==> src/hw/rtl/tcw_pkg.sv <==
`timescale 1ns / 1ps
`default_nettype none
// ----------------------------------------------------------------------------
// Text console writer package
// Field widths, request codes, character codes and the control and status
// bundles of the shared remainder unit.
// ----------------------------------------------------------------------------
package tcw_pkg;

	// Field widths of the request and response channels
	localparam int REQ_W  = 2;
	localparam int CHAR_W = 8;
	localparam int IDX_W  = 11;

	typedef logic [REQ_W-1:0]  req_kind_t;
	typedef logic [CHAR_W-1:0] char_t;
	typedef logic [IDX_W-1:0]  cell_idx_t;

	// Request codes
	localparam req_kind_t REQ_PUT   = 2'd0;
	localparam req_kind_t REQ_READ  = 2'd1;
	localparam req_kind_t REQ_CLEAR = 2'd2;

	// Character codes with a meaning of their own
	localparam char_t CHAR_NUL   = 8'h00;
	localparam char_t CHAR_TAB   = 8'h09;
	localparam char_t CHAR_NL    = 8'h0A;
	localparam char_t CHAR_SPACE = 8'h20;

	// Remainder unit control: start a run, pick tab stop or row width
	typedef struct packed {
		logic start;
		logic use_tab;
	} rem_ctl_t;

	// Remainder unit status
	typedef struct packed {
		logic busy;
		logic done;
	} rem_sts_t;

endpackage
`default_nettype wire

==> src/hw/rtl/tcw_rem.sv <==
`timescale 1ns / 1ps
`default_nettype none
// ----------------------------------------------------------------------------
// Shared remainder unit
// Remainder of the cursor by the row width or the tab stop, by reciprocal
// multiplication: the quotient is registered first, then the remainder.
// ----------------------------------------------------------------------------
module tcw_rem #(
	parameter int DIV_W = 12,
	parameter int REM_W = 8,
	parameter int MOD_A = 80,
	parameter int MOD_B = 8
) (
	input  wire logic              clk,
	input  wire logic              arst_n,
	input  wire tcw_pkg::rem_ctl_t ctl,
	input  wire logic [DIV_W-1:0]  dividend,
	output tcw_pkg::rem_sts_t      sts,
	output logic      [REM_W-1:0]  rem
);

	// Reciprocals rounded up; the shift covers every dividend of DIV_W bits
	localparam int     SH     = DIV_W + REM_W;
	localparam int     PROD_W = DIV_W + SH;
	localparam int     BACK_W = DIV_W + REM_W;
	localparam longint RCP_A  = ((longint'(1) <<< SH) + longint'(MOD_A) - 1) / longint'(MOD_A);
	localparam longint RCP_B  = ((longint'(1) <<< SH) + longint'(MOD_B) - 1) / longint'(MOD_B);

	logic              busy_q;
	logic              done_q;
	logic              phase_q;
	logic [DIV_W-1:0]  num_q;
	logic [REM_W-1:0]  mod_q;
	logic [SH-1:0]     rcp_q;
	logic [DIV_W-1:0]  quo_q;
	logic [REM_W-1:0]  rem_q;
	logic [PROD_W-1:0] prod;
	logic [BACK_W-1:0] back;
	logic [BACK_W-1:0] diff;

	// Quotient: dividend times reciprocal, drop the fraction bits
	assign prod = {{SH{1'b0}}, num_q} * {{DIV_W{1'b0}}, rcp_q};
	// Remainder: dividend less quotient times modulus
	assign back = {{REM_W{1'b0}}, quo_q} * {{DIV_W{1'b0}}, mod_q};
	assign diff = {{REM_W{1'b0}}, num_q} - back;

	// Run the two steps
	always_ff @(posedge clk or negedge arst_n) begin
		if (!arst_n) begin
			busy_q  <= 1'b0;
			done_q  <= 1'b0;
			phase_q <= 1'b0;
			num_q   <= '0;
			mod_q   <= '0;
			rcp_q   <= '0;
			quo_q   <= '0;
			rem_q   <= '0;
		end else begin
			done_q <= 1'b0;
			if (ctl.start) begin
				busy_q  <= 1'b1;
				phase_q <= 1'b0;
				num_q   <= dividend;
				mod_q   <= ctl.use_tab ? REM_W'(MOD_B) : REM_W'(MOD_A);
				rcp_q   <= ctl.use_tab ? SH'(RCP_B) : SH'(RCP_A);
			end else if (busy_q) begin
				if (!phase_q) begin
					quo_q   <= prod[PROD_W-1:SH];
					phase_q <= 1'b1;
				end else begin
					rem_q  <= diff[REM_W-1:0];
					busy_q <= 1'b0;
					done_q <= 1'b1;
				end
			end
		end
	end

	assign sts.busy = busy_q;
	assign sts.done = done_q;
	assign rem      = rem_q;

endmodule
`default_nettype wire

==> config.mk <==
export PLATFORM = sky130hd
export DESIGN_NAME = tcw_rem
export DESIGN_NICKNAME = d
export VERILOG_FILES = /design/src/hw/rtl/tcw_pkg.sv /design/src/hw/rtl/tcw_rem.sv
export SDC_FILE = /design/constraint.sdc
export NUM_CORES = 1
export LEC_CHECK = 0
export BUFFER_PORTS_ARGS = -buffer_cell sky130_fd_sc_hd__buf_2
export CAP_MARGIN = 20
export CORE_MARGIN = 1
export CORE_UTILIZATION = 40
export DETAILED_ROUTE_END_ITERATION = 12
export GPL_ROUTABILITY_DRIVEN = 0
export HOLD_SLACK_MARGIN = 0.03
export SYNTH_ARGS = -nofsm -noshare
export SYNTH_HDL_FRONTEND = slang
export SYNTH_SLANG_ARGS = --single-unit
==> constraint.sdc <==
create_clock -name clk -period 6.7 [get_ports clk]
set_clock_uncertainty 0.1 [all_clocks]
set_input_delay 1.005 -clock clk [delete_from_list [all_inputs] [get_ports clk]]
set_output_delay 1.005 -clock clk [all_outputs]
set_load 0.005 [all_outputs]
==> impl_metrics.csv, run 1 <==
group,metric,value,unit
status,status,"complete, no violations",
logic_synthesis,ys_warn_count,0,
power,p_total,1730,uW
clocking,cts_buffer_depth,2,
floorplan,placementRows,37,
global_route,antenna_found_initial,0,
clocking,clock-root-buffer,"clkbuf_8",
logic_synthesis,synth_largest_area_cell,"ha_1",
placed_design,hpwl,8030,um
placed_design,place_ws,1.59,ns
setup_path,setup.worst_path.class,"reg -> reg",
clocking,clk_latency,0.29,ns
logic_synthesis,synth-seq-cells,30,
routing,vias_per_cell,4.96,
power,swShare,49.4,%
layout,multiInputGateArea,0.00311,sq mm
placed_design,io_buffers,25,
timing,slew_headroom,53.0,%
clocking,numClockSinks,30,
clocking,tritoncts,"built",
routing,drt_iter0_drc,93,
clocking,post_cts_buffers,0,
logic_synthesis,synth_top_area_share,22.8,%
logic_synthesis,synth.top_cells.by_count,"inv_1, ha_1, fa_1",
layout,fillers,1031,
power,ir_drop,0.210,mV
logic_synthesis,netlist_top_cells_area,"ha_1, fa_1, dfrtp_1",
timing,finalCritPeriodShare,76.2,%
logic_synthesis,synthAdderAreaFrac,42.7,%
logic_synthesis,synth_cells,472,
logic_synthesis,synth_xor_area_share,5.11,%
timing,hold_viol,0,
routing,drcViolationCount,0,
timing,setup_tns,0,ns
logic_synthesis,synth-compound-area-share,7.19,%
logic_synthesis,postSynthAreaPerCell,9.18,sq um
layout,num-nets-final,632,
floorplan,start_util,41.6,%
logic_synthesis,synthSimpleGateAreaFrac,14.2,%
clocking,cts.htree.levels,2,
setup_path,startpoint_type,"flip-flop",
setup_path,cp-end-kind,"flip-flop",
floorplan,die_w,106,um
flow_run,maxCapViolCount,0,
setup_path,cp_data_required_time,6.80,ns
layout,fin_util,44.9,%
timing,setup_viol,0,
power,p_leak,0.00252,uW
routing,drt-pass1-iter-count,4,
floorplan,core_area,0.0104,sq mm
routing,routedWlPerCell,14.7,um
routing,finalWirelength,9280,um
logic_synthesis,yosysSeqAreaShare,17.3,%
power,combPwrFrac,74.9,%
power,p_int,875,uW
logic_synthesis,synth_top_family_by_area,"adder cells",
floorplan,die_y,106,um
routing,vias,3128,
power,pwr-share-seq,16.0,%
timing,worst_pin_slew,0.705,ns
global_route,grtUsageTotal,18.4,%
clocking,hold_buffers,0,
power,clkPwrFrac,9.2,%
global_route,grt_pass1_wl,16200,um
global_route,grt_max_degree,31,
clocking,ctsResizeCount,0,
global_route,grt_pass1_vias,3371,
global_route,globalRouteOverflowTotal,0,
timing,final_max_slew_viol_count,0,
timing,fmax,0.196,GHz
logic_synthesis,synth.most_common_cell,"inv_1",
logic_synthesis,synthMuxAreaShare,2.60,%
logic_synthesis,dominantRegCellSynth,"dfrtp_1",
setup_path,worstPathMaxFanout,24,
layout,area_growth,7.94,%
clocking,numCtsBuffers,5,
min_path,hold_path.class,"reg -> reg",
layout,drive_gt1_share,10.3,%
floorplan,die-area,0.0112,sq mm
routing,postRouteAntennaNets,0,
logic_synthesis,async_reset_ff_share,100,%
setup_path,cp.arrival,5.20,ns
clocking,path_clk_slew,0.08,ns
layout,diodes,0,
timing,setup_slack,1.60,ns
logic_synthesis,syn_area,0.00433,sq mm
logic_synthesis,syn_nets,610,
logic_synthesis,synth_edf_count,0,
timing,fin_crit,5.10,ns
floorplan,ios,26,
timing,holdWs,0.392,ns
power,power.switching,854,uW
logic_synthesis,synth.distinct_cells,51,
layout,regArea,751,sq um
timing,rsz0062_at_grt,"false",
power,power_density,370,mW/mm^2
[registers in the layout (all words and copies together), names as in the netlist]
register	count
phase_q	1
rem	8
busy_q	1
rcp_q	1
quo_q	5
done_q	1
num_q	12
mod_q	1
[power by group through the flow]
| stage | Combinational (uW) | Clock, uW | Sequential (uW) |
|---|---|---|---|
| finish | 1290 | 159 | 276 |
| global route | 1510 | 170 | 282 |
| CTS | 1310 | 165 | 275 |
| detailed placement | 1300 | 0 | 278 |
| global placement | 1250 | 0 | 278 |
| floorplan | 1000 | 0 | 262 |
[cells by family after synthesis]
group                    count (synthesis)
XOR/XNOR                                22
multiplexers                            10
adder cells (fa/ha/maj)                122
buffers and inverters                  123
AO/OA/AOI/OAI                           50
flip-flops                              30
AND/OR/NAND/NOR                        115
[path summary, 6_finish.rpt]
check                                            from                    end  slack (ns)  depth (start not counted)
worst max-delay path            rcp_q[13]$_DFFE_PN0P_   quo_q[1]$_DFFE_PN0P_        1.60                         16
worst min-delay path               rem[2]$_DFFE_PN0P_     rem[2]$_DFFE_PN0P_        0.39                          2
worst max register to register  rcp_q[13]$_DFFE_PN0P_   quo_q[1]$_DFFE_PN0P_        1.60                         16
worst min register to register     rem[2]$_DFFE_PN0P_     rem[2]$_DFFE_PN0P_        0.39                          2
max in group asynchronous                      arst_n  num_q[10]$_DFFE_PN0P_        5.38                          1
min in group asynchronous                      arst_n     rem[5]$_DFFE_PN0P_        0.66                          1
[placed cells by master, fill, tap and decap left out, types with 2 or more instances in the layout]
master	Yosys	final
nand2_1	37	37
xor2_1	11	11
fa_1	43	43
mux2_2	10	10
nor2b_1	3	3
or3_1	2	2
and2_2	2	2
inv_1	113	113
nor3_1	5	5
and2_1	22	22
nand3_1	8	8
buf_2	1	25
nor2_1	13	13
xnor2_1	9	9
nor3b_1	4	4
o21ai_0	16	16
a21oi_1	15	15
dfrtp_1	30	30
nand4_1	6	6
clkbuf_8	0	6
ha_1	79	79
a211oi_1	3	3
nor4_1	2	2
and3_1	3	3
[stage by stage]
step	cell area, sq um	instances
2_1_floorplan	4330	472
3_3_place_gp	4580	623
3_5_place_dp	4580	623
4_1_cts	4680	631
5_1_grt	4680	631
6_report	4680	631
[cell type report]
class                           instances  share of cell area (%)
Clock buffer                            6                    1.77
Inverter                              113                    9.07
Sequential cell                        30                    16.1
Tap cell                              136                    3.64
Clock inverter                          2                   0.268
Multi-Input combinational cell        319                    66.5
Timing Repair Buffer                   25                    2.68
[critical path: stages (launching register included)]
cell and delay [ns]:
dfrtp_1 0.69, and2_1 0.35, ha_1 0.22, inv_1 0.06
fa_1 0.52, inv_1 0.07, fa_1 0.54, inv_1 0.06
fa_1 0.45, fa_1 0.51, inv_1 0.05, ha_1 0.33
nand2_1 0.11, nand3_1 0.10, o311ai_1 0.50, a21boi_1 0.12
o31ai_1 0.25
[layer usage]
metal	track usage (%)	wire (um)	vias to the layer above
li1	-	-	1548
met1	24.9	4440	1511
met2	31.2	4390	58
met3	2.08	300	11
met4	4.96	140	0
met5	0	0	-
Note: power is estimated with default switching activity, not from simulation.
==> inputs of run 2 (changes only) <==
==> constraint.sdc (replaced) <==
create_clock -name clk -period 4.3 [get_ports clk]
set_clock_uncertainty 0.1 [all_clocks]
set_input_delay 0.645 -clock clk [delete_from_list [all_inputs] [get_ports clk]]
set_output_delay 0.645 -clock clk [all_outputs]
set_load 0.005 [all_outputs]
==> run 2 against run 1 <==
  * The run now ends with setup timing left
  * Utilization increased by 7.1 points
  * Die area stayed put
  * Final area grew 16%
  * Cell count rose by 9.7%
  * Combinational power grew 100%
  * Maximum frequency increased by 13%
  * Clock power rose by 57%
  * Largest cell class unchanged
  * Highest routed layer unchanged
==> impl_metrics.csv, run 2 (synthesis gave the netlist of run 1 again) <==
group,metric,value,unit
layout,regArea,752,sq um
layout,num-nets-final,693,
timing,fmax,0.221,GHz
global_route,grt_max_degree,31,
flow_run,maxCapViolCount,0,
routing,vias_per_cell,4.87,
layout,largest_reg_flops,12,
routing,vias,3373,
timing,rsz0062_at_grt,"true",
floorplan,core_area,0.0104,sq mm
layout,fin_util,52.0,%
global_route,grt_pass1_vias,3717,
routing,finalWirelength,10100,um
status,failed_checks,"setup timing",
power,pwr-share-seq,12.7,%
layout,multiInputGateArea,0.00338,sq mm
power,swShare,46.9,%
clocking,clock-root-buffer,"clkbuf_8",
floorplan,ios,26,
clocking,numClockSinks,30,
floorplan,die-area,0.0112,sq mm
setup_path,reg2reg_depth,16,
timing,hold_viol,0,
placed_design,hpwl,8490,um
power,power_density,605,mW/mm^2
timing,finalCritPeriodShare,105,%
setup_path,startpoint_type,"flip-flop",
setup_path,rrSetupSlack,-0.21,ns
global_route,antenna_found_initial,0,
global_route,grt_pass1_wl,17100,um
power,p_total,3280,uW
setup_path,cp_data_required_time,4.37,ns
min_path,hold_path.class,"in -> async",
setup_path,cp-end-kind,"flip-flop",
power,power.switching,1540,uW
setup_path,worstPathMaxFanout,6,
routing,routedWlPerCell,14.6,um
timing,setup_slack,-0.215,ns
clocking,clk_latency,0.29,ns
layout,final_common_cell,"inv_1",
timing,final_max_slew_viol_count,0,
clocking,tritoncts,"built",
power,p_int,1740,uW
routing,drt-pass1-iter-count,4,
power,p_leak,0.00283,uW
clocking,numCtsBuffers,5,
setup_path,setup.worst_path.class,"reg -> reg",
status,status,"complete, but fails checks",
placed_design,io_buffers,25,
layout,area_growth,25.0,%
power,ir_drop,0.376,mV
global_route,grtUsageTotal,19.6,%
layout,diodes,0,
floorplan,die_w,106,um
floorplan,start_util,41.6,%
timing,setup_viol,5,
layout,largest_register,"num_q",
floorplan,die_y,106,um
routing,postRouteAntennaNets,0,
power,clkPwrFrac,7.6,%
clocking,path_clk_slew,0.07,ns
clocking,cts.htree.levels,2,
clocking,cts_buffer_depth,2,
setup_path,r2r-end,"quo_q[4]$_DFFE_PN0P_",
layout,drive_gt1_share,28.2,%
timing,fin_crit,4.51,ns
layout,final_cell_mix,"inv_1, ha_1, buf_4",
timing,worst_pin_slew,0.676,ns
routing,drt_iter0_drc,98,
setup_path,r2r_start,"rcp_q[13]$_DFFE_PN0P_",
timing,slew_headroom,55.0,%
setup_path,cp.arrival,4.59,ns
floorplan,placementRows,37,
layout,fillers,978,
power,combPwrFrac,79.7,%
global_route,globalRouteOverflowTotal,0,
routing,drcViolationCount,0,
==> run 2: changes by cell type in the layout (fill, tap and decap cells not counted), moves of 5 or more <==
cell     change
buf_4       +59
ha_1        -12
ha_4        +12
inv_1        -9
inv_2        +9
fa_1         -5
fa_2         +5
o21ai_0      -5
==> run 2: layer usage <==
metal,GRT usage [%],wire length (um)
met5,0,0
met4,6.15,221
met3,2.02,251
met2,35.6,5000
met1,24.4,4600
==> run 2: worst max-delay path: stages (launching register included) <==
cell and delay (ns):
dfrtp_2 0.43, buf_6 0.14, and2_4 0.15, ha_4 0.22
fa_2 0.55, inv_2 0.04, fa_2 0.52, inv_2 0.04
fa_1 0.45, fa_1 0.51, inv_2 0.05, ha_4 0.26
nand3_1 0.08, a31oi_1 0.26, o21ai_1 0.14, and3_1 0.15
or3_1 0.30
==> run 2: through the flow <==
stage / TNS [ns] / area [sq um] / hold WS [ns] / instances / worst slack (ns)
floorplan: -0.0274 / 4450 / 0.249 / 472 / -0.0274
global placement: -1.49 / 5090 / 0.361 / 676 / -0.362
detailed placement: -2.00 / 5090 / 0.372 / 676 / -0.471
CTS: -0.722 / 5300 / 0.310 / 690 / -0.188
global route: -1.44 / 5420 / 0.340 / 692 / -0.361
finish: -0.839 / 5420 / 0.287 / 692 / -0.215
==> run 2: layout make-up <==
cell class / count / share of cell area, %
sequential: 30 / 13.9
clock inverter: 2 / 0.231
timing repair buffer: 86 / 10.9
clock buffer: 6 / 1.52
multi-input combinational: 319 / 62.5
inverter: 113 / 7.83
tap: 136 / 3.14
==> run 2: worst max path at each step <==
stage | slack [ns] | to | start | depth (start not counted)
2_1_floorplan | -0.03 | quo_q[4]$_DFFE_PN0P_ | rcp_q[13]$_DFFE_PN0P_ | 16
3_3_place_gp | -0.36 | quo_q[1]$_DFFE_PN0P_ | rcp_q[13]$_DFFE_PN0P_ | 17
3_5_place_dp | -0.47 | quo_q[1]$_DFFE_PN0P_ | rcp_q[13]$_DFFE_PN0P_ | 15
4_1_cts | -0.19 | quo_q[4]$_DFFE_PN0P_ | rcp_q[13]$_DFFE_PN0P_ | 16
5_1_grt | -0.36 | quo_q[4]$_DFFE_PN0P_ | rcp_q[13]$_DFFE_PN0P_ | 16
6_report | -0.21 | quo_q[4]$_DFFE_PN0P_ | rcp_q[13]$_DFFE_PN0P_ | 16
==> run 2: what timing repair did <==
| action | in CTS | in global routing |
|---|---|---|
| buffers inserted | 6 | 2 |
| endpoints found under the setup margin | 5 | 5 |
| pin swaps | 6 | 13 |
| resized for setup | 18 | 19 |
| hold buffers | 0 | 0 |
==> run 2: power by group through the flow <==
| stage | combinational [uW] | sequential, uW | clock (uW) |
|---|---|---|---|
| 6_report | 2610 | 417 | 250 |
| 3_5_place_dp | 2300 | 421 | 0 |
| 2_1_floorplan | 1650 | 409 | 0 |
| 3_3_place_gp | 2240 | 419 | 0 |
| 5_1_grt | 2980 | 426 | 268 |
| 4_1_cts | 2450 | 417 | 257 |
